File: src/hdl/sap_pkg.sv
// Shared types, constants and helpers of the shape area and perimeter block.
package sap_pkg;

  localparam int COORD_W             = 16;
  localparam int DIFF_W              = 16;
  localparam int SQ_W                = 33;
  localparam int SIDE_W              = 17;
  localparam int PER_W               = 19;
  localparam int AREA_W              = 25;
  localparam int TERM_W              = 19;
  localparam int PROD_W              = 38;
  localparam int HRAD_W              = 76;
  localparam int HROOT_W             = 38;
  localparam int QUEUE_DEPTH         = 4;
  localparam int COORD_FRAC_BITS_DEF = 8;

  // Pi scaled by 2^30, and twice that.
  localparam logic [31:0] PI_Q30  = 32'd3373259426;
  localparam logic [32:0] PI2_Q30 = 33'd6746518852;

  typedef enum logic [1:0] {
    OP_CIRCLE  = 2'd0,
    OP_RECT    = 2'd1,
    OP_TRI     = 2'd2,
    OP_UNKNOWN = 2'd3
  } op_t;

  typedef struct packed {
    op_t                     op;
    logic [DIFF_W-1:0]       rad;
    logic [2:0][DIFF_W-1:0]  dx;
    logic [2:0][DIFF_W-1:0]  dy;
  } shape_item_t;

  typedef struct packed {
    logic full;
    logic empty;
  } q_status_t;

  typedef struct packed {
    op_t               op;
    logic [AREA_W-1:0] area;
    logic [PER_W-1:0]  per;
  } lin_res_t;

  typedef struct packed {
    lin_res_t          lin;
    logic [PER_W-1:0]  tri_per;
  } tri_pay_t;

  // Magnitude of the difference of two signed coordinates.
  function automatic logic [DIFF_W-1:0] abs_diff(logic signed [COORD_W-1:0] a,
                                                 logic signed [COORD_W-1:0] b);
    logic signed [COORD_W:0] d;
    d = $signed({a[COORD_W-1], a}) - $signed({b[COORD_W-1], b});
    abs_diff = d[COORD_W] ? DIFF_W'(-d) : DIFF_W'(d);
  endfunction

endpackage

File: src/hdl/sap_if.sv
// Channel interfaces for shape words and result words.
interface sap_in_if;
  logic               valid;
  logic               ready;
  logic [1:0]         op;
  logic signed [15:0] coord_x1;
  logic signed [15:0] coord_y1;
  logic signed [15:0] coord_x2;
  logic signed [15:0] coord_y2;
  logic signed [15:0] coord_x3;
  logic signed [15:0] coord_y3;

  modport source(output valid, op, coord_x1, coord_y1, coord_x2, coord_y2,
                 coord_x3, coord_y3, input ready);
  modport sink(input valid, op, coord_x1, coord_y1, coord_x2, coord_y2,
               coord_x3, coord_y3, output ready);
endinterface


File: src/hdl/sap_front.sv
// Front end: takes shape words and turns coordinates into edge magnitudes.
module sap_front (
  input  sap_pkg::q_status_t  q_stat,
  sap_in_if.sink              in_ch,
  output logic                push,
  output sap_pkg::shape_item_t item
);
  import sap_pkg::*;

  assign in_ch.ready = !q_stat.full;
  assign push        = in_ch.valid && in_ch.ready;

  always_comb begin
    item.op    = op_t'(in_ch.op);
    item.rad   = abs_diff(in_ch.coord_x1, '0);
    item.dx[0] = abs_diff(in_ch.coord_x2, in_ch.coord_x1);
    item.dy[0] = abs_diff(in_ch.coord_y2, in_ch.coord_y1);
    item.dx[1] = abs_diff(in_ch.coord_x3, in_ch.coord_x2);
    item.dy[1] = abs_diff(in_ch.coord_y3, in_ch.coord_y2);
    item.dx[2] = abs_diff(in_ch.coord_x1, in_ch.coord_x3);
    item.dy[2] = abs_diff(in_ch.coord_y1, in_ch.coord_y3);
  end

endmodule

File: src/flat_wrapper.sv
// flat-port wrapper written by rule: the top's interface ports become plain ports
module sap_front_flat import sap_pkg::*;
  (q_stat, push, item, in_ch_valid, in_ch_op, in_ch_coord_x1, in_ch_coord_y1, in_ch_coord_x2, in_ch_coord_y2, in_ch_coord_x3, in_ch_coord_y3, in_ch_ready);
  sap_in_if in_ch_i ();
  input  sap_pkg::q_status_t q_stat;
  output logic push;
  output sap_pkg::shape_item_t item;
  input wire logic [$bits(in_ch_i.valid)-1:0] in_ch_valid;
  input wire logic [$bits(in_ch_i.op)-1:0] in_ch_op;
  input wire logic [$bits(in_ch_i.coord_x1)-1:0] in_ch_coord_x1;
  input wire logic [$bits(in_ch_i.coord_y1)-1:0] in_ch_coord_y1;
  input wire logic [$bits(in_ch_i.coord_x2)-1:0] in_ch_coord_x2;
  input wire logic [$bits(in_ch_i.coord_y2)-1:0] in_ch_coord_y2;
  input wire logic [$bits(in_ch_i.coord_x3)-1:0] in_ch_coord_x3;
  input wire logic [$bits(in_ch_i.coord_y3)-1:0] in_ch_coord_y3;
  output wire logic [$bits(in_ch_i.ready)-1:0] in_ch_ready;
  assign in_ch_i.valid = in_ch_valid;
  assign in_ch_i.op = in_ch_op;
  assign in_ch_i.coord_x1 = in_ch_coord_x1;
  assign in_ch_i.coord_y1 = in_ch_coord_y1;
  assign in_ch_i.coord_x2 = in_ch_coord_x2;
  assign in_ch_i.coord_y2 = in_ch_coord_y2;
  assign in_ch_i.coord_x3 = in_ch_coord_x3;
  assign in_ch_i.coord_y3 = in_ch_coord_y3;
  assign in_ch_ready = in_ch_i.ready;
  sap_front u_core (.q_stat(q_stat), .in_ch(in_ch_i), .push(push), .item(item));
endmodule
File: config.mk
export PLATFORM = sky130hd
export DESIGN_NAME = sap_front_flat
export DESIGN_NICKNAME = d
export VERILOG_FILES = /design/src/hdl/sap_pkg.sv /design/src/hdl/sap_if.sv /design/src/hdl/sap_front.sv /design/src/flat_wrapper.sv
export SDC_FILE = /design/constraint.sdc
export NUM_CORES = 1
export LEC_CHECK = 0
export ABC_AREA = 1
export BUFFER_PORTS_ARGS = -buffer_cell sky130_fd_sc_hd__buf_2
export CORE_ASPECT_RATIO = 0.7
export CORE_UTILIZATION = 40
export DETAILED_ROUTE_END_ITERATION = 8
export PLACE_DENSITY = 0.65
export SETUP_SLACK_MARGIN = 0.3
export SLEW_MARGIN = 0
export SYNTH_ARGS = -nofsm -noshare
export SYNTH_HDL_FRONTEND = slang
export SYNTH_SLANG_ARGS = --single-unit
export TNS_END_PERCENT = 30
File: constraint.sdc
create_clock -name vclk -period 2.3
set_clock_uncertainty 0.2 [all_clocks]
set_input_delay 0.23 -clock vclk [all_inputs]
set_output_delay 0.23 -clock vclk [all_outputs]
set_load 0.05 [all_outputs]
## Yosys cells after proc, flatten, opt, wreduce, memory -nomap -nowiden

Cells that the tools add are included.

| word-level totals | value |
|---|---|
| bits in registers | 0 |
| bits in latches | 0 |
| bits in writable memories | 0 |
| memory bits (read-only) | 0 |
| input bits | 101 |
| word-level logic and storage cells | 22 |
| memories kept | 0 |

| cells by class | value |
|---|---|
| add/subtract/negate cells | 13 |
| multiply operators | 0 |
| div/mod/pow operators | 0 |
| order comparisons | 0 |
| equality and inequality tests | 0 |
| shifts and indexed selects | 0 |
| mux-type cells | 7 |
| bitwise logic cells | 0 |
| reductions and logical operators | 2 |

Operator list:

| cell | count |
|---|---|
| 16-bit two-way mux | 7 |
| 16-bit negation | 7 |
| 16-bit by 16-bit subtractor with 17-bit output | 6 |
| 1-bit logical AND | 1 |
| 1-bit zero test | 1 |

## Logic depth before layout (Yosys ltp)

Gate-level depths: netlist of the first run.

| depth | value |
|---|---|
| depth in word-level cells | 3 |
| gate-level depth with buffers | 19 |
| gate-level depth less buffers | 19 |

## Worst setup path after synthesis of the first run

No wires, ideal clock.

| timing | value |
|---|---|
| kind | in2out |
| from | input in_ch_coord_x1[0] |
| to | output item[81] (netlist bit) |
| data arrival time | 2847 ps |
| slack | -977 ps |
| cell stages on the path | 14 |
| buffers on the path | 1 |
| cell sequence | inv_1 ha_1 inv_1 fa_1 nand3_1 nand3_1 nand3_1 nand3_1 nand2_1 nand3_1 nand2_1 nand2_2 buf_4 o21ai_0 |

RTL lines:

| element | RTL line | text |
|---|---|---|
| from (decl) | flat_wrapper.sv:10 | `input wire logic [$bits(in_ch_i.coord_x1)-1:0] in_ch_coord_x1;` |
| to (decl) | flat_wrapper.sv:7 | `output sap_pkg::shape_item_t item;` |

==> results of run 1 <==
[cells by family after synthesis]
logic type                 share of synthesized area
and+or+nand+nor                                0.477
buffers and inverters                          0.164
AOI/OAI and AO/OA                             0.0740
xor gates and xnor gates                       0.122
adders and majority gates                      0.163
[metrics by stage]
stage / hold slack (ns) / worst slack [ns]
floorplan: 0.316 / -0.351
global placement: 0.261 / -0.728
detailed placement: 0.261 / -0.792
CTS: 0.261 / -0.526
global route: 0.260 / -1.10
finish: 0.260 / -0.834
[cell usage after synthesis, types with 7 or more instances]
library cell | count | share of area
sky130_fd_sc_hd__a21oi_1 | 68 | 0.039
sky130_fd_sc_hd__buf_4 | 10 | 0.0087
sky130_fd_sc_hd__ha_1 | 103 | 0.15
sky130_fd_sc_hd__inv_1 | 354 | 0.15
sky130_fd_sc_hd__nand2_1 | 598 | 0.26
sky130_fd_sc_hd__nand2_2 | 12 | 0.0087
sky130_fd_sc_hd__nand3_1 | 140 | 0.081
sky130_fd_sc_hd__nand3b_1 | 7 | 0.0061
sky130_fd_sc_hd__nand4_1 | 36 | 0.026
sky130_fd_sc_hd__nor2_1 | 159 | 0.069
sky130_fd_sc_hd__nor3_1 | 18 | 0.010
sky130_fd_sc_hd__o21ai_0 | 31 | 0.018
sky130_fd_sc_hd__xnor2_1 | 37 | 0.038
sky130_fd_sc_hd__xnor2_2 | 7 | 0.013
sky130_fd_sc_hd__xor2_1 | 61 | 0.062
[routing by layer]
metal,GRT usage,part of all wire
met5,0,0
met4,0.0473,0.031
met3,0.0474,0.094
met2,0.517,0.44
met1,0.498,0.44
[area by class of cell]
class / instances / area (sq um) / area share
diodes: 2 / 5.00 / 0.000286
inverters: 354 / 1460 / 0.0834
well taps: 276 / 345 / 0.0197
repair buffers: 689 / 5550 / 0.317
multi-input cells: 1326 / 10200 / 0.580
[repair_timing]
action,in CTS,in global routing
endpoints found under the setup margin,100,101
setup buffers,39,25
resized for setup,389,272
hold buffers,0,0
cloned,1,1
pin swaps,90,133
[power groups by stage]
stage          logic, mW  clock network, mW  registers [mW]
2_1_floorplan       5.56                  0               0
3_3_place_gp        7.96                  0               0
3_5_place_dp        8.04                  0               0
4_1_cts             9.38                  0               0
5_1_grt             11.0        0.000000116               0
6_report            10.5        0.000000116               0
[how the worst min path moves through the flow]
stage,to,slack [ns],cells after the start
floorplan,item[111],0.32,1
global route,item[112],0.26,0
finish,item[112],0.26,0
CTS,item[112],0.26,0
detailed placement,item[112],0.26,0
global placement,item[112],0.26,0
==> results, run 1 <==
- The count of mapped cells out of synthesis is 1692.
- The count of port buffers added during placement is 212.
- Summing all placed instances gives a cell area of 14400 sq um.
- The proportion of power drawn by the clock network is 0.
- The mapped netlist covers 8640 sq um.
- The number of antenna violations at the first check in global routing was 2.
- The die outline area is 22200 sq um.
- The slew of the pin with the lowest slew margin is 0.387 ns.
- For this run, the share of the core covered by cells in the final layout is 0.835.
- The weighted congestion reported at the end of routability-driven placement is 1.11.
- Leaving out fill and tap cells, the most frequent cell in the layout is sky130_fd_sc_hd__nand2_1.
- For this block, the routed nets add up to 43.6 mm of wire.
- Of the cells placed in the final design, the portion with a size suffix greater than 1 is 0.497.
- The number of max-capacitance violations reported is 0.
- Dividing the detail-routed via count by the number of cells gives 5.20.
- The clock tree buffer count of the final layout is 0.
- The total number of yosys warnings is 0.
- The top cell types in the final layout, fill and taps aside, are sky130_fd_sc_hd__nand2_1, sky130_fd_sc_hd__buf_4, sky130_fd_sc_hd__inv_1.
- The slowest stage of the critical path is the sky130_fd_sc_hd__fa_2 cell.
- Of the total power, the share spent switching nets is 0.590.
- In this run the horizontal extent of the chip is 178 um.
- The net load switching power is 6.17 mW.
- The kind of start point of the critical path is a primary input.
- The critical-path maximum fanout is 3.
- The combinational cell fraction of total power is 1.000.
- 217 I/O pins were placed.
- The sequential cell count is 0.
- The total nets after synthesis is 1902.
- The total power divided by cell area is 598 nW/um^2.
- In this run the worst setup path begins at in_ch_coord_x1[0].
- The cell count along the critical path is 18.
- Dividing the detail-routed wire length by the instance count gives 16.5 um.
- The number of global-route vias before repair is 12200.
- The launch point of the worst hold path is in_ch_op[0].
- The finished cells cover 17500 sq um.
- Data on the critical path is required at its endpoint by 1.87 ns.
- The checks that failed: setup timing.
- The worst-case IR drop observed on VDD is 0.000677 V.
- Walking the worst path, the cells encountered are buf_12 -> inv_16 -> ha_4 -> inv_4 -> fa_2 -> inv_2 -> ha_2 -> inv_2 -> nor2_4 -> nand3_2 -> nor2_4 -> nand2_4 -> o21ai_4 -> nand2_1 -> nand2_1 -> nand2_1 -> clkinvlp_4 -> buf_6.
- The distinct cell type count after synthesis is 34.
- For this run, the total global-route usage over all layers was measured as 0.335.
- The cell with the most instances on the worst path is sky130_fd_sc_hd__nand2_1.
- The capturing element type of the critical path is a primary output.
- The core region is 21000 sq um.
- On the critical path the largest part of the delay comes from simple AND/OR/NAND/NOR gates.
- The type of the setup path with the least slack is in2out.
- For the final routed database, the setup TNS stands at -47.65 ns.
- The overall via count from detail_route is 13800.
- The number of iterations in the first detailed-routing pass is 6.
- The arrival time of the worst setup path is 2.70 ns.
- Setup repair after global routing could not meet its margin everywhere.
- The flow ran to the end, but the final reports show violations.
- The detailed router finished its first iteration with 1399 violations.
- The pin count of the biggest net entering global routing is 11.
- After detailed placement, the design holds a cell count of 2579.
- The share of total power dissipated in sequential elements is 0.
- The number of max-slew violations in the final report is 0.
- In this run the worst setup path terminates at item[94].
- Once detail routing completed, the nets flagged for antenna violations numbered 0.
- The die height is 125 um.
- The path class of the tightest hold or removal check is in2out.
- The worst slew margin relative to its limit is 0.742.
- The number of endpoints with negative hold slack in the final report was 0.
- The first global-routing pass estimated 60.5 mm of wire.
- The area taken by flip-flops and latches is 0 sq um.
- The aggregate global routing overflow is 0.
- The total buffers and inverters traversed by the critical path is 7.
- Overall power consumption after layout is estimated at 10.5 mW.
- Setup slack on the critical path of the routed design comes to -0.834 ns.
- The placed wire-length estimate after detailed placement is 30.0 mm.
- For this configuration, the core starts out at a cell density of 0.412.
- The achievable clock frequency is 319 MHz.
- The leakage dissipation is 9.53 nW.
- The net total in the final layout is 2581.
- The finished layout holds 2647 standard cells, fillers aside.
- The number of filler instances in the final layout is 1365.
- The share of the Yosys chip area taken by registers is 0.
- The final routed DRC violation total is 0.
- Setup violations remaining at the end of the flow were counted as 96.
- The largest single stage delay on the critical path is 0.43 ns.
- The period utilization is 1.36.
- The mean instance size in the synthesized netlist is 5.11 sq um.
- The area growth from synthesis to layout is 103%.
- The internal power contribution is 4.29 mW.
- The floorplan has 44 rows.
- The minimum period implied by the final worst setup slack is 3.13 ns.
Power figures use the tool's default switching activity.
==> run 2: changes to the inputs <==
--- a/config.mk
+++ b/config.mk
@@ -8,6 +8,7 @@
 export ABC_AREA = 1
 export BUFFER_PORTS_ARGS = -buffer_cell sky130_fd_sc_hd__buf_2
 export CORE_ASPECT_RATIO = 0.7
+export CORE_MARGIN = 2
 export CORE_UTILIZATION = 40
 export DETAILED_ROUTE_END_ITERATION = 8
 export PLACE_DENSITY = 0.65
==> run 2 against run 1 <==
Effect of this change: the run still ends with setup timing left; final area shrank 0.76%; via count grew 2.0%; hold slack unchanged; combinational power about the same; largest power group unchanged; worst setup slack worse by 0.019 ns.
==> results, run 2 (synthesis gave the netlist of run 1 again) <==
- The area taken by flip-flops and latches came to 0 sq um (unchanged).
- The net total in the final layout was 2569 (-0.46%).
- The period utilization was 1.37 (+0.00807).
- The kind of start point of the critical path is a primary input.
- The run finished, with violations left.
- The number of global-route vias before repair was 12300 (+0.76%).
- The worst setup slack after placement was -0.807 ns (-0.0148 ns).
- The vias per cell is 5.32 (+2.4%).
- The standard cell core area is 21000 sq um (unchanged).
- The area of all placed cells without fillers is 17400 sq um (-0.76%).
- The count of nets left with antenna violations after detail routing was 0 (unchanged).
- The number of filler instances in the final layout came to 1317 (-3.5%).
- The combinational cell fraction of total power is 1.000 (about the same).
- The number of antenna violations at the first check in global routing was 2 (unchanged).
- The fraction of layout cells with a size suffix above 1 was 0.499 (+0.00211).
- The number of non-filler instances in the completed layout is 2635 (-0.45%).
- The final routed DRC violation total is 0 (unchanged).
- The data required time at the worst endpoint was 1.87 ns (about the same).
- The area used by multi-input combinational logic is 10100 sq um (-0.40%).
- The number of max-capacitance violations reported is 0 (unchanged).
- The slew of the pin with the lowest slew margin is 0.445 ns (+0.0579 ns).
- The type of the setup path with the least slack is in2out.
- The total power divided by cell area is 605 nW/um^2 (+1.2%).
- The number of max-slew violations in the final report is 0 (unchanged).
- The count of port buffers added during placement was 212 (unchanged).
- The capturing element type of the critical path is a primary output.
- The relative contribution of sequential cells to total power is 0 (unchanged).
- The area growth from synthesis to layout is 101%.
- The count of hold buffers inserted by post-cts repair is 0 (unchanged).
- The placed instance area is 14400 sq um (-0.31%).
- Tracing the worst setup path back leads to its startpoint at in_ch_coord_y3[0].
- The overall via count from detail_route is 14000 (+2.0%).
- The number of endpoints with negative hold slack in the final report is 0 (unchanged).
- The sequential cell count is 0 (unchanged).
- The setup-violating endpoint count in the final report is 96 (unchanged).
- The I/O pin total is 217 (unchanged).
- The number of core rows is 44 (unchanged).
- The fraction of power spent switching nets is 0.596 (+0.00602).
- The placed wire-length estimate after detailed placement came to 30.4 mm (+1.0%).
- Setup repair after global routing could not meet its margin everywhere.
- The proportion of power drawn by the clock network is 0 (unchanged).
- The achievable clock frequency was 317 MHz (-0.59%).
- The overall global routing resource usage is 0.329 (-0.00547).
- The clock tree buffer count of the final layout came to 0 (unchanged).
- The total power of the final layout is 10.5 mW (+0.47%).
- The commonest non-fill, non-tap cell in the layout is sky130_fd_sc_hd__nand2_1.
- The wire length per cell after detailed routing was 17.5 um (+5.9%).
- The internal power contribution is 4.25 mW (-1.0%).
- The leakage dissipation is 9.43 nW (-1.1%).
- The worst slew margin relative to its limit is 0.703 (-0.0386).
- The horizontal die dimension is 180 um (+1.1%).
- The top cell types in the final layout, fill and taps aside, are sky130_fd_sc_hd__nand2_1, sky130_fd_sc_hd__buf_4, sky130_fd_sc_hd__inv_1.
- The pin count of the biggest net entering global routing is 11 (unchanged).
- The most critical setup path has its endpoint at item[26].
- The initial DRC count came to 1385 (-1.0%).
- The weighted congestion reported at the end of routability-driven placement is 1.05 (-5.4%).
- The arrival time of the worst setup path is 2.72 ns (+0.02 ns).
- The number of iterations in the first detailed-routing pass is 6 (unchanged).
- The peak supply drop is 0.000790 V (+17%).
- The aggregate global routing overflow is 0 (unchanged).
- The least setup slack across all paths after layout came to -0.853 ns (-0.0186 ns).
- The checks that failed: setup timing.
- In this run the worst hold path is classified as in2out.
- The minimum period implied by the final worst setup slack is 3.15 ns (+0.0186 ns).
- The critical-path maximum fanout is 4 (+1).
- The final routed wirelength across all metal layers is 46.0 mm (+5.5%).
- The starting density of the core is 0.412 (unchanged).
- The die outline area was 22800 sq um (+2.7%).
- The die height is 127 um (+1.6%).
- The total instance count after detailed placement is 2573 (-0.23%).
- The net load switching power is 6.26 mW (+1.5%).
- The first-pass GRT wire length is 62.1 mm (+2.6%).
==> run 2: cell count changes in the layout (fill, tap and decap cells not counted), sizes merged <==
cell,previous run,this run
clkbuf,2,1
buf,687,676
==> run 2: critical path: stages <==
cell and delay [ns]:
sky130_fd_sc_hd__buf_12 0.12, sky130_fd_sc_hd__inv_12 0.04, sky130_fd_sc_hd__ha_4 0.12, sky130_fd_sc_hd__inv_4 0.04, sky130_fd_sc_hd__fa_2 0.45, sky130_fd_sc_hd__xor2_2 0.21, sky130_fd_sc_hd__buf_4 0.18, sky130_fd_sc_hd__nor2_2 0.11
sky130_fd_sc_hd__nand2_2 0.10, sky130_fd_sc_hd__nor2_2 0.15, sky130_fd_sc_hd__nand2_2 0.10, sky130_fd_sc_hd__nor2_2 0.17, sky130_fd_sc_hd__nand2_1 0.09, sky130_fd_sc_hd__nand2_2 0.15, sky130_fd_sc_hd__xor2_1 0.17, sky130_fd_sc_hd__inv_1 0.10
sky130_fd_sc_hd__buf_6 0.16
==> run 2: layer usage <==
layer / track usage / wire, um / vias up / share of wire
met2: 0.525 / 20200 / 840 / 0.44
li1: - / - / 6545 / -
met1: 0.474 / 19400 / 6435 / 0.42
met5: 0 / 0 / - / 0
met4: 0.0607 / 2060 / 0 / 0.045
met3: 0.0510 / 4390 / 211 / 0.095
==> run 2: final cells by class <==
type	instances	area share
Inverter	354	0.0836
Multi-Input combinational cell	1326	0.582
Antenna cell	2	0.000288
Tap cell	276	0.0199
Timing Repair Buffer	677	0.314
==> run 2: how the worst min path moves through the flow <==
stage | startpoint | slack (ns) | cells after the start | end
after floorplan | in_ch_coord_x1[14] | 0.32 | 1 | item[111]
after global placement | in_ch_op[1] | 0.26 | 0 | item[113]
after detailed placement | in_ch_op[1] | 0.26 | 0 | item[113]
after CTS | in_ch_op[1] | 0.26 | 0 | item[113]
after global routing | in_ch_op[0] | 0.26 | 0 | item[112]
final | in_ch_op[1] | 0.26 | 0 | item[113]
==> run 2: metrics by stage <==
stage          setup TNS (ns)  hold WS [ns]  utilization
5_1_grt                -56.54         0.260        0.828
3_3_place_gp           -55.66         0.261        0.686
6_report               -47.81         0.260        0.828
2_1_floorplan          -21.60         0.316            -
4_1_cts                -36.55         0.261        0.774
3_5_place_dp           -58.68         0.261        0.686
==> run 2: power by group through the flow <==
| stage | Sequential [mW] | Combinational (mW) | Clock (mW) |
|---|---|---|---|
| 2_1_floorplan | 0 | 5.56 | 0 |
| 5_1_grt | 0 | 11.0 | 0.000000116 |
| 3_5_place_dp | 0 | 8.02 | 0 |
| 3_3_place_gp | 0 | 7.95 | 0 |
| 4_1_cts | 0 | 9.47 | 0 |
| 6_report | 0 | 10.5 | 0.000000116 |
==> run 2: what timing repair did <==
item	CTS	global route
resized for setup	428	233
buffers inserted	30	27
setup endpoints to repair	100	101
gates cloned	2	1
pin swaps	104	104
