===== src/hdl/sap_pkg.sv =====
// Shared types, constants and helpers of the shape area and perimeter block.
package sap_pkg;

  localparam int COORD_W             = 16;
  localparam int DIFF_W              = 16;
  localparam int SQ_W                = 33;
  localparam int SIDE_W              = 17;
  localparam int PER_W               = 19;
  localparam int AREA_W              = 25;
  localparam int TERM_W              = 19;
  localparam int PROD_W              = 38;
  localparam int HRAD_W              = 76;
  localparam int HROOT_W             = 38;
  localparam int QUEUE_DEPTH         = 4;
  localparam int COORD_FRAC_BITS_DEF = 8;

  // Pi scaled by 2^30, and twice that.
  localparam logic [31:0] PI_Q30  = 32'd3373259426;
  localparam logic [32:0] PI2_Q30 = 33'd6746518852;

  typedef enum logic [1:0] {
    OP_CIRCLE  = 2'd0,
    OP_RECT    = 2'd1,
    OP_TRI     = 2'd2,
    OP_UNKNOWN = 2'd3
  } op_t;

  typedef struct packed {
    op_t                     op;
    logic [DIFF_W-1:0]       rad;
    logic [2:0][DIFF_W-1:0]  dx;
    logic [2:0][DIFF_W-1:0]  dy;
  } shape_item_t;

  typedef struct packed {
    logic full;
    logic empty;
  } q_status_t;

  typedef struct packed {
    op_t               op;
    logic [AREA_W-1:0] area;
    logic [PER_W-1:0]  per;
  } lin_res_t;

  typedef struct packed {
    lin_res_t          lin;
    logic [PER_W-1:0]  tri_per;
  } tri_pay_t;

  // Magnitude of the difference of two signed coordinates.
  function automatic logic [DIFF_W-1:0] abs_diff(logic signed [COORD_W-1:0] a,
                                                 logic signed [COORD_W-1:0] b);
    logic signed [COORD_W:0] d;
    d = $signed({a[COORD_W-1], a}) - $signed({b[COORD_W-1], b});
    abs_diff = d[COORD_W] ? DIFF_W'(-d) : DIFF_W'(d);
  endfunction

endpackage


===== src/hdl/sap_queue.sv =====
// Short queue between the front end and the arithmetic pipeline.
module sap_queue #(
  parameter int DEPTH = sap_pkg::QUEUE_DEPTH
) (
  input  logic                  clk,
  input  logic                  rst_n,
  input  logic                  push,
  input  sap_pkg::shape_item_t  item_in,
  input  logic                  pop,
  output sap_pkg::shape_item_t  item_out,
  output sap_pkg::q_status_t    stat
);
  import sap_pkg::*;

  localparam int PTR_W = (DEPTH > 1) ? $clog2(DEPTH) : 1;
  localparam int CNT_W = $clog2(DEPTH + 1);

  shape_item_t       mem_r [DEPTH];
  logic [PTR_W-1:0]  wr_ptr_r, rd_ptr_r;
  logic [CNT_W-1:0]  cnt_r, cnt_nxt;
  logic              do_push, do_pop;

  assign stat.full  = (cnt_r == CNT_W'(DEPTH));
  assign stat.empty = (cnt_r == '0);
  assign do_push    = push && !stat.full;
  assign do_pop     = pop && !stat.empty;
  assign item_out   = mem_r[rd_ptr_r];

  always_comb begin
    cnt_nxt = cnt_r;
    if (do_push && !do_pop) begin
      cnt_nxt = cnt_r + 1'b1;
    end else if (do_pop && !do_push) begin
      cnt_nxt = cnt_r - 1'b1;
    end
  end

  always_ff @(posedge clk) begin
    if (!rst_n) begin
      wr_ptr_r <= '0;
      rd_ptr_r <= '0;
      cnt_r    <= '0;
    end else begin
      cnt_r <= cnt_nxt;
      if (do_push) begin
        wr_ptr_r <= (wr_ptr_r == PTR_W'(DEPTH - 1)) ? '0 : wr_ptr_r + 1'b1;
      end
      if (do_pop) begin
        rd_ptr_r <= (rd_ptr_r == PTR_W'(DEPTH - 1)) ? '0 : rd_ptr_r + 1'b1;
      end
    end
  end

  always_ff @(posedge clk) begin
    if (do_push) begin
      mem_r[wr_ptr_r] <= item_in;
    end
  end

endmodule


===== config.mk =====
export PLATFORM = sky130hd
export DESIGN_NAME = sap_queue
export DESIGN_NICKNAME = d
export VERILOG_FILES = /design/src/hdl/sap_pkg.sv /design/src/hdl/sap_queue.sv
export SDC_FILE = /design/constraint.sdc
export NUM_CORES = 1
export LEC_CHECK = 0
export BUFFER_PORTS_ARGS = -buffer_cell sky130_fd_sc_hd__buf_4
export CORE_MARGIN = 1.5
export CORE_UTILIZATION = 51
export DETAILED_ROUTE_END_ITERATION = 10
export MAX_ROUTING_LAYER = met4
export PLACE_DENSITY_LB_ADDON = 0.1
export SLEW_MARGIN = 20
export SYNTH_ARGS = -nofsm -noshare
export SYNTH_HDL_FRONTEND = slang
export SYNTH_SLANG_ARGS = --single-unit

===== constraint.sdc =====
create_clock -name clk -period 4.2 [get_ports clk]
set_input_delay 0.21 -clock clk [delete_from_list [all_inputs] [get_ports clk]]
set_output_delay 0.21 -clock clk [all_outputs]
set_load 0.005 [all_outputs]

# [After elaboration in Yosys (flattened, before gate mapping)]
# Memories as Yosys holds them, arrays and structs flattened. A register that Yosys moved wholly into a read port is not among the register bits.
# Cells that the tools add are included.
[word_totals] reg_bits=7 output_inout_bits=116 elab_cells=29 n_memories=1 ram_bits=456
[memory_table] name="mem_r" words=4 word_bits=114 rd=1 rd_clocked_by_memory_dff=1 wr=1 line="sap_queue.sv:18" text="shape_item_t mem_r [DEPTH];"
[op_classes] n_addsub=4 eq_ne=3 reduce_logical=10 muxes=8
[ops] op="2-to-1 mux 2 bit" count=4
[ops] op="2-to-1 mux 3 bit" count=2
[ops] op="adder 2 x 1 -> 2 bit, second input constant" count=2
[ops] op="== test 2 bit, second input constant" count=2
[ops] op="logical AND 1 bit" count=4
[ops] op="zero test 1 bit" count=4
[ops] op="adder 3 x 1 -> 3 bit, second input constant" count=1
[ops] op="== test 3 bit, second input constant" count=1
[ops] op="zero test 3 bit" count=1
[ops] op="subtractor 3 x 1 -> 3 bit, second input constant" count=1
[ops] op="2-to-1 mux 1 bit" count=2
[ops] op="nonzero test 2 bit" count=1

# [Longest topological paths before layout]
# Gate-level depths: netlist of the first run.
[logic_depth] ltp_word=7 ltp_mapped=9

# [Worst setup path after synthesis of the first run]
# Ideal clock, no wire load.
[synth_timing] path_kind="register -> register" from="reg cnt_r[0]" to="mem mem_r[1][0] in the netlist's numbering, enable pin" path_slack_ns=0.202 t_arrival_ns=3.512 t_required_ns=3.714 period_less_slack_ns=3.998 setup_ns=0.486 stages_incl_launch_ff=5 path_buffers=1 cell_sequence="dfxtp_1 nor3b_1 nor2b_1 clkbuf_1 and2_1"
[synth_lines] element="start: declaration" line="sap_queue.sv:20" text="logic [CNT_W-1:0] cnt_r, cnt_nxt;"
[synth_lines] element="start signal: assignment" line="sap_queue.sv:44" text="cnt_r <= cnt_nxt;"
[synth_lines] element="end: declaration" line="sap_queue.sv:18"

==> metrics, run 1 <==
I/O Pins 234; Final Setup Violations 0; Critical R2R Launch cnt_r[0]; final worst path period share 67.5%; DR WL/cell 21.5 um; Synth area leaders edfxtp_1, mux4_2, dfxtp_1; Slew @ Worst Pin 1030 ps; Mapped Cells 647; post-synthesis sequential area ratio 81.9%; synthesized flop and latch total 465; pin count of the biggest net entering global routing 67; Async SR Flop Fraction 0%; metal3 WL 2260 um; Post-synth top cells edfxtp_1, mux4_2, buf_2; setup slack after layout 1370 ps; row count 66; Worst R2R End mem_r[2][94]; R2R setup slack 1540 ps; H-tree depth 2; clock sinks 465; CP arrival 2620 ps; post-CTS sizing 0; vias per cell 5.31; initial drt markers 584; initial antenna violation count 7; Post-CTS Setup Bufs 0; clk_lat worst skew 530 ps; Post-synth top flop edfxtp_1; Setup crit end kind primary output; ratio of cells with drive above 1 in the final layout 40.2%; area occupied by multi-input gates 2850 um^2; P_leak 7.36 nW; DRC viols 0; clk buf depth 3; hold slack 128 ps; highest routed layer met4; Max Cap Viol 0; I/O Buffers 233; Final Hold Viols 0; Die H 185 um; unrepaired setup endpoints after global routing false; first-pass GRT wire length 48900 um; core area 32600 um^2; syn avg cell area 26.2 um^2; vias 8016; fill count 2093; CP max FO 65; WL met1 13500 um; WL final 32500 um; Period minus WS final 2830 ps; Synth area leader edfxtp_1; Post-CTS Hold Buffers 115; area grow syn2layout 28.5%; gr ovfl total 0; Placer Congestion 0.731; dpl hpwl 19000 um; CTS Buf Count 46; CTS tree yes; die area 34300 um^2; nets 1152; Yosys top cell area share 80.9%; Hold Startpoint pop; Sum Neg Setup Slack 0 ps; GRT Overall Usage 19.9%; register area 13900 um^2; Slew Viols, Final 0; Cell Pwr Density 571 nW/um^2; WS Path Type reg -> out; initial core utilization 51.9%; outcome completed; number of synthesized flops with an enable pin 456; CTS root buffer clkbuf_16; Worst setup SP type register; Initial DRT Pass Iterations 5; met2 WL 16200 um; DP Worst Slack 1530 ps; FMAX 353 MHz; vias in the first global route 8707; Ys Warns 0; die width 185 um; worst hold path type in -> reg; DRT antenna net count 0; VDD IR max 0.000506 V; Mapped Area 16900 um^2; cell with the most instances after synthesis edfxtp_1; number of library cell types mapped by synthesis 24; Reg2Reg Depth 4; max_slew headroom 31.0%; Final Skew 12.1 ps; syn nets 772; Hold Path Stages 3; WP data required 3990 ps; CTS clk-pin slew, worst paths 60 ps
==> registers in the layout, summed over array words and instances (netlist names), named ones only <==
register and cells:
cnt_r 3, mem_r 456, rd_ptr_r 2, wr_ptr_r 2
==> logic make-up after synthesis <==
family,share of synthesized area [%]
AO/OA/AOI/OAI,0.177
multiplexers,15.3
flip-flops,81.9
adder cells (fa/ha/maj),0.562
buffers and inverters,1.29
XOR/XNOR,0.103
AND/OR/NAND/NOR,0.606
==> area by class of cell <==
type	count	area share (%)
Clock inverter	23	0.615
Antenna cell	7	0.0805
Clock buffer	60	5.83
Inverter	3	0.0518
Timing Repair Buffer	360	14.0
Tap cell	442	2.54
Sequential cell	465	63.8
Multi-Input combinational cell	151	13.1
==> worst max-delay path by stage <==
stage / startpoint / slack (ps) / cells after the start / to
final: register / 1370 / 3 / item_out[24]
after global routing: register / 1230 / 3 / item_out[76]
after CTS: register / 1330 / 3 / item_out[76]
after global placement: cnt_r[0] / 1670 / 4 / mem_r[2][20]
after detailed placement: cnt_r[0] / 1530 / 4 / mem_r[2][20]
after floorplan: cnt_r[0] / 200 / 4 / mem_r[1][0]
==> worst max-delay path, stage by stage (launching register included) <==
cell,delay (ps)
dfxtp_4,1030
buf_12,370
mux4_2,430
buf_4,170
==> stage by stage <==
| stage | util (%) | std cells | area (um^2) | power [mW] |
|---|---|---|---|---|
| after floorplan | - | 647 | 16900 | 7.44 |
| after global placement | 58.8 | 1306 | 19200 | 8.65 |
| after detailed placement | 58.8 | 1306 | 19200 | 8.71 |
| after CTS | 66.6 | 1504 | 21700 | 12.6 |
| after global routing | 66.7 | 1511 | 21800 | 13.0 |
| final | 66.7 | 1511 | 21800 | 12.4 |
==> per-layer routing <==
| metal | vias to the layer above | GRT usage, % |
|---|---|---|
| met5 | - | - |
| met4 | 0 | 4.68 |
| met3 | 38 | 4.90 |
| met2 | 263 | 32.8 |
| met1 | 4152 | 25.1 |
| li1 | 3563 | - |
==> report_power, final <==
group	switching, mW	internal, mW	total (mW)
clock	1.59	2.18	3.77
sequential	0.245	5.66	5.90
combinational	1.16	1.58	2.74
==> layout by cell type (no fill, tap or decap), types with 6 or more instances in the layout <==
master and count:
dlygate4sd3_1 115, clkinv_1 10, buf_4 241, edfxtp_1 456, diode_2 7, clkinv_2 10, clkbuf_16 49, clkbuf_1 11
nand2_1 6, mux4_2 114, ha_1 6, dfxtp_1 7
Power figures use the tool's default switching activity.
==> run 2: changes to the inputs <==
--- a/config.mk
+++ b/config.mk
@@ -5,9 +5,10 @@
 export SDC_FILE = /design/constraint.sdc
 export NUM_CORES = 1
 export LEC_CHECK = 0
+export ABC_AREA = 1
 export BUFFER_PORTS_ARGS = -buffer_cell sky130_fd_sc_hd__buf_4
 export CORE_MARGIN = 1.5
-export CORE_UTILIZATION = 51
+export CORE_UTILIZATION = 54
 export DETAILED_ROUTE_END_ITERATION = 10
 export MAX_ROUTING_LAYER = met4
 export PLACE_DENSITY_LB_ADDON = 0.1
==> constraint.sdc (replaced) <==
create_clock -name clk -period 2.75 [get_ports clk]
set_input_delay 0.1375 -clock clk [delete_from_list [all_inputs] [get_ports clk]]
set_output_delay 0.1375 -clock clk [all_outputs]
set_load 0.005 [all_outputs]
==> run 2 against run 1 <==
Effect of this change: critical path depth is 1 higher; sequential power is 49% higher; cell count is 30% higher; combinational power is 110% higher; die area is 2.4% lower; first-iteration DRC count is 15% higher; clock power is 56% higher; non-clock buffer count is 14 higher; via count is 35% higher; count of clock-buffer cells in the layout is 3 lower; synthesized cell count is 81% higher; global-route usage is 3.5 points higher; critical path type unchanged; largest cell class unchanged.
==> metrics, run 2 <==
Period minus WS final 2470 ps; clk buf depth 3; DRC viols 0; Slew Viols, Final 0; WL final 37800 um; commonest non-fill, non-tap cell in the layout edfxtp_1; syn avg cell area 14.9 um^2; syn nets 1299; Placed Area 19600 um^2; highest routed layer met4; Ys Warns 0; Post-CTS Setup Bufs 0; CP cell instances buf_12, o21ai_0, o22ai_1, buf_4; Combinational Power Share 28.0%; final worst path period share 89.9%; number of library cell types mapped by synthesis 23; I/O Buffers 233; DRT antenna net count 0; gr ovfl total 0; first-pass GRT wire length 58300 um; core area 31700 um^2; CP arrival 2330 ps; Crit-path slowest cell buf_12; Async SR Flop Fraction 0%; post-synthesis sequential area ratio 79.3%; CTS clk-pin slew, worst paths 60 ps; nets 1647; max reg flops 456; initial antenna violation count 2; CP max FO 228; initial drt markers 670; NetSw 5.94 mW; unrepaired setup endpoints after global routing false; Largest Register mem_r; sequential share of power 43.2%; Worst path depth 4; Initial DRT Pass Iterations 5; clk_lat worst skew 530 ps; most frequent cells in the layout edfxtp_1, buf_4, nor2_1, dlygate4sd3_1, o21ai_1; clock sinks 465; WS Path Type reg -> out; Final Hold Viols 0; cell with the most instances after synthesis edfxtp_1; row count 65; initial core utilization 55.1%; Worst setup SP type register; Sum Neg Setup Slack 0 ps; register area 13900 um^2; Synth area leader edfxtp_1; Final Setup Violations 0; dpl hpwl 20700 um; FMAX 404 MHz; post-CTS sizing 0; Synth area leaders edfxtp_1, nor2_1, o22ai_1; pin count of the biggest net entering global routing 229; GRT Overall Usage 23.3%; WL met1 16000 um; hold slack 43.1 ps; H-tree depth 2; met2 WL 18200 um; worst hold path type in -> reg; CTS tree yes; ratio of cells with drive above 1 in the final layout 21.5%; P_leak 7.87 nW; Max Cap Viol 0; Slew @ Worst Pin 937 ps; Post-synth top cells edfxtp_1, nor2_1, o21ai_1; Final Skew 12.3 ps; vias per cell 5.50; Post-Layout Inst Area 22200 um^2; CTS root buffer clkbuf_16; I/O Pins 234; die width 183 um; outcome completed; metal3 WL 2550 um; Cell Pwr Density 920 nW/um^2; vias 10800; internal power 14.5 mW; fill count 2160; crit-path max cell delay 700 ps; Setup crit end kind primary output; CP delay by family, top buffers and inverters; WP data required 2610 ps; die area 33500 um^2; max_slew headroom 37.6%; number of synthesized flops with an enable pin 456; Reg2Reg Depth 7; Switching Fraction 29.1%; area occupied by multi-input gates 3010 um^2; CP bufs+invs 2; Hold Path Stages 4; Yosys top cell area share 78.3%; Mapped Area 17500 um^2; Post-synth top flop edfxtp_1; Mapped Cells 1174; Clock power frac 28.8%; largest registers mem_r x456, cnt_r x3; vias in the first global route 10800; DR WL/cell 19.3 um; VDD IR max 0.000817 V; CTS Buf Count 46; area grow syn2layout 26.8%; Die H 183 um; Placer Congestion 0.768; synthesized flop and latch total 465
-- run 2: cell types whose count changed after synthesis, sizes merged, moves of 2 or more --
cell / previous run / this run
a21oi: 0 / 3
and2: 5 / 0
buf: 21 / 56
clkbuf: 7 / 18
inv: 3 / 19
mux2i: 3 / 0
mux4: 114 / 0
nand2: 6 / 15
nor2: 2 / 243
nor2b: 2 / 0
o21ai: 3 / 230
o22ai: 0 / 114
-- run 2: power by group through the flow --
stage                     logic, mW  clock network [mW]  registers (mW)
after global routing           6.24                6.27            8.87
after CTS                      5.77                6.00            8.81
after global placement         5.54                   0            8.94
final                          5.71                5.88            8.81
after floorplan                3.05                   0            8.95
after detailed placement       5.60                   0            8.96
-- run 2: routing by layer --
metal  GRT usage (%)  up-vias
met5               -        -
li1                -     5126
met4            6.72        0
met3            4.73       78
met2            37.9      340
met1            30.2     5245
-- run 2: worst reg2reg max path: cells and delay by family (launching register included) --
kind / cells / cell delay [ps]
fa+ha+maj: 1 / 300
buf+inv: 3 / 1200
flops: 1 / 400
simple gates: 3 / 250
-- run 2: path summary, 6_finish.rpt --
check | startpoint | to | slack, ps
setup / recovery | register | item_out[42] | 280
hold / removal | pop | rd_ptr_r[1] | 40
setup reg to reg | wr_ptr_r[0] | wr_ptr_r[1] | 490
hold reg to reg | cnt_r[0] | cnt_r[0] | 500
-- run 2: cell families (layout without fill, tap and decap cells) --
logic type	count (synthesis)	after routing	share of synthesized area (%)
buffers and inverters	93	476	3.71
and+or+nand+nor	262	262	5.67
adders and majority gates	7	7	0.544
DFF	465	465	79.3
AOI/OAI and AO/OA	347	347	10.7
other	0	2	0
-- run 2: area by class of cell --
class,count,area share [%]
antenna,2,0.0226
clock buffer,57,5.66
clock inverter,26,0.767
inverter,19,0.350
multi-input combinational,616,13.6
sequential,465,62.6
tap,402,2.27
timing repair buffer,374,14.8
-- run 2: metrics by stage --
step / power, mW / instances / util [%] / setup WS, ps
after floorplan: 12.0 / 1174 / - / 4.08
after global placement: 14.5 / 1758 / 61.7 / 862
after detailed placement: 14.6 / 1758 / 61.7 / 848
after CTS: 20.6 / 1959 / 69.9 / 282
after global routing: 21.4 / 1961 / 69.9 / 140
final: 20.4 / 1961 / 69.9 / 278
-- run 2: repair_timing --
action                                  in CTS  in global routing
hold endpoints to repair                   465                  0
hold buffers                               118                  0
endpoints found under the setup margin       0                  0
==> run 3: changes to the inputs <==
--- a/config.mk
+++ b/config.mk
@@ -6,10 +6,11 @@
 export NUM_CORES = 1
 export LEC_CHECK = 0
 export ABC_AREA = 1
-export BUFFER_PORTS_ARGS = -buffer_cell sky130_fd_sc_hd__buf_4
+export BUFFER_PORTS_ARGS = -buffer_cell sky130_fd_sc_hd__buf_2
 export CORE_MARGIN = 1.5
 export CORE_UTILIZATION = 54
 export DETAILED_ROUTE_END_ITERATION = 10
+export HOLD_SLACK_MARGIN = 0.1
 export MAX_ROUTING_LAYER = met4
 export PLACE_DENSITY_LB_ADDON = 0.1
 export SLEW_MARGIN = 20
==> run 3 against run 2 <==
Effect of this change: global-route usage down 0.72 points; cell area decreased by 2.5%; non-clock buffer count increased by 2; maximum frequency grew 8.6%; via count fell by 0.50%.
==> metrics, run 3 (synthesis results as in run 2) <==
die area 33500 um^2; I/O Pins 234; Final Setup Violations 0; GRT Overall Usage 22.6%; Initial DRT Pass Iterations 5; most frequent cells in the layout edfxtp_1, nor2_1, buf_2, dlygate4sd3_1, o21ai_1; nets 1650; Worst setup SP type register; CP cell instances clkinv_2, buf_4, o21ai_1, o22ai_1, buf_2; DR WL/cell 18.7 um; Worst R2R End wr_ptr_r[0]; dpl hpwl 19800 um; first-pass GRT wire length 56900 um; row count 65; FMAX 439 MHz; unrepaired setup endpoints after global routing false; Critical R2R Launch wr_ptr_r[0]; initial core utilization 55.1%; Largest Register mem_r; CTS root buffer clkbuf_16; commonest non-fill, non-tap cell in the layout edfxtp_1; WP data required 2610 ps; clk buf depth 3; WS Path Type reg -> out; Period minus WS final 2280 ps; Hold Startpoint item_in[42]; Slew @ Worst Pin 578 ps; Slew Viols, Final 0; max reg flops 456; outcome completed; CTS tree yes; final worst path period share 82.8%; CP max FO 29; initial drt markers 755; Placed Area 19100 um^2; Setup crit end kind primary output; ratio of cells with drive above 1 in the final layout 20.9%; Final Hold Viols 0; Max Cap Viol 0; Sum Neg Setup Slack 0 ps; area grow syn2layout 23.7%; Post-Layout Inst Area 21600 um^2; CTS Buf Count 47; R2R setup slack 670 ps; core area 31700 um^2; setup slack after layout 473 ps; vias in the first global route 10700; CTS clk-pin slew, worst paths 60 ps; WL final 36800 um; crit-path max cell delay 450 ps; clock sinks 465; I/O Buffers 233; Placer Congestion 0.738; Reg2Reg Depth 8; Cell Pwr Density 912 nW/um^2; gr ovfl total 0; hold slack 345 ps; DRT antenna net count 0; pin count of the biggest net entering global routing 119; max_slew headroom 61.4%; worst hold path type in -> reg; DRC viols 0; vias 10700; Hold Path Stages 2; largest registers mem_r x456, cnt_r x3; die width 183 um; Die H 183 um; Hold Path End mem_r[0][42]; Final Skew 12.4 ps; vias per cell 5.47; P_leak 7.66 nW; initial antenna violation count 1; VDD IR max 0.000673 V; DP Worst Slack 913 ps; Crit-path slowest cell clkinv_2; Post-CTS Setup Bufs 0; H-tree depth 2; clk_lat worst skew 540 ps; CP arrival 2140 ps
[run 3: changes by cell type in the layout (fill, tap and decap cells not counted), sizes merged]
cell / change
clkbuf: +6
clkinv: -5
inv: +1
buf: +1
dlygate4sd3: +1
diode: -1
[run 3: timing repair]
action | CTS | global route
resized for setup | 0 | 0
setup endpoints to repair | 0 | 0
hold buffers | 119 | 0
endpoints found under the hold margin | 465 | 0
[run 3: cell type report]
type | instances | area (um^2)
clock buffer | 63 | 1240
timing repair buffer | 376 | 2780
multi-input combinational | 616 | 3010
antenna | 1 | 2.50
sequential | 465 | 13900
clock inverter | 22 | 150
fill | 2249 | 10100
tap | 402 | 503
inverter | 19 | 77.6
[run 3: metrics by stage]
stage          util, %  cells  total power, mW
2_1_floorplan        -   1174             12.0
3_3_place_gp      60.1   1759             13.9
3_5_place_dp      60.1   1759             14.0
4_1_cts           68.2   1963             19.9
5_1_grt           68.2   1964             20.7
6_report          68.2   1964             19.7
[run 3: routing by layer]
layer | global-route usage, % | share of wire [%] | wire [um] | vias to the layer above
met5 | - | 0 | 0 | -
met4 | 5.77 | 2.0 | 743 | 0
met3 | 4.61 | 6.3 | 2330 | 60
met2 | 36.8 | 49 | 17900 | 304
met1 | 29.4 | 43 | 15800 | 5227
li1 | - | - | - | 5144
[run 3: worst max path at each step]
stage | depth (start not counted) | endpoint | slack (ps) | start
floorplan | 4 | mem_r[0][0] | 4 | cnt_r[1]
global placement | 9 | cnt_r[1] | 950 | cnt_r[1]
detailed placement | 9 | cnt_r[1] | 910 | cnt_r[1]
CTS | 5 | item_out[102] | 400 | register
global route | 5 | item_out[16] | 310 | register
finish | 5 | item_out[102] | 470 | register
[run 3: critical path: cells and delay by family, from the launching register on]
family | cells | cell delay, ps
buf+inv | 3 | 1020
compound gates | 2 | 210
flops | 1 | 360
[run 3: report_power, final]
group | internal (mW) | switching, mW | total (mW)
registers | 8.63 | 0.199 | 8.83
clock network | 3.33 | 2.44 | 5.77
logic | 1.95 | 3.19 | 5.14
total | 13.9 | 5.83 | 19.7
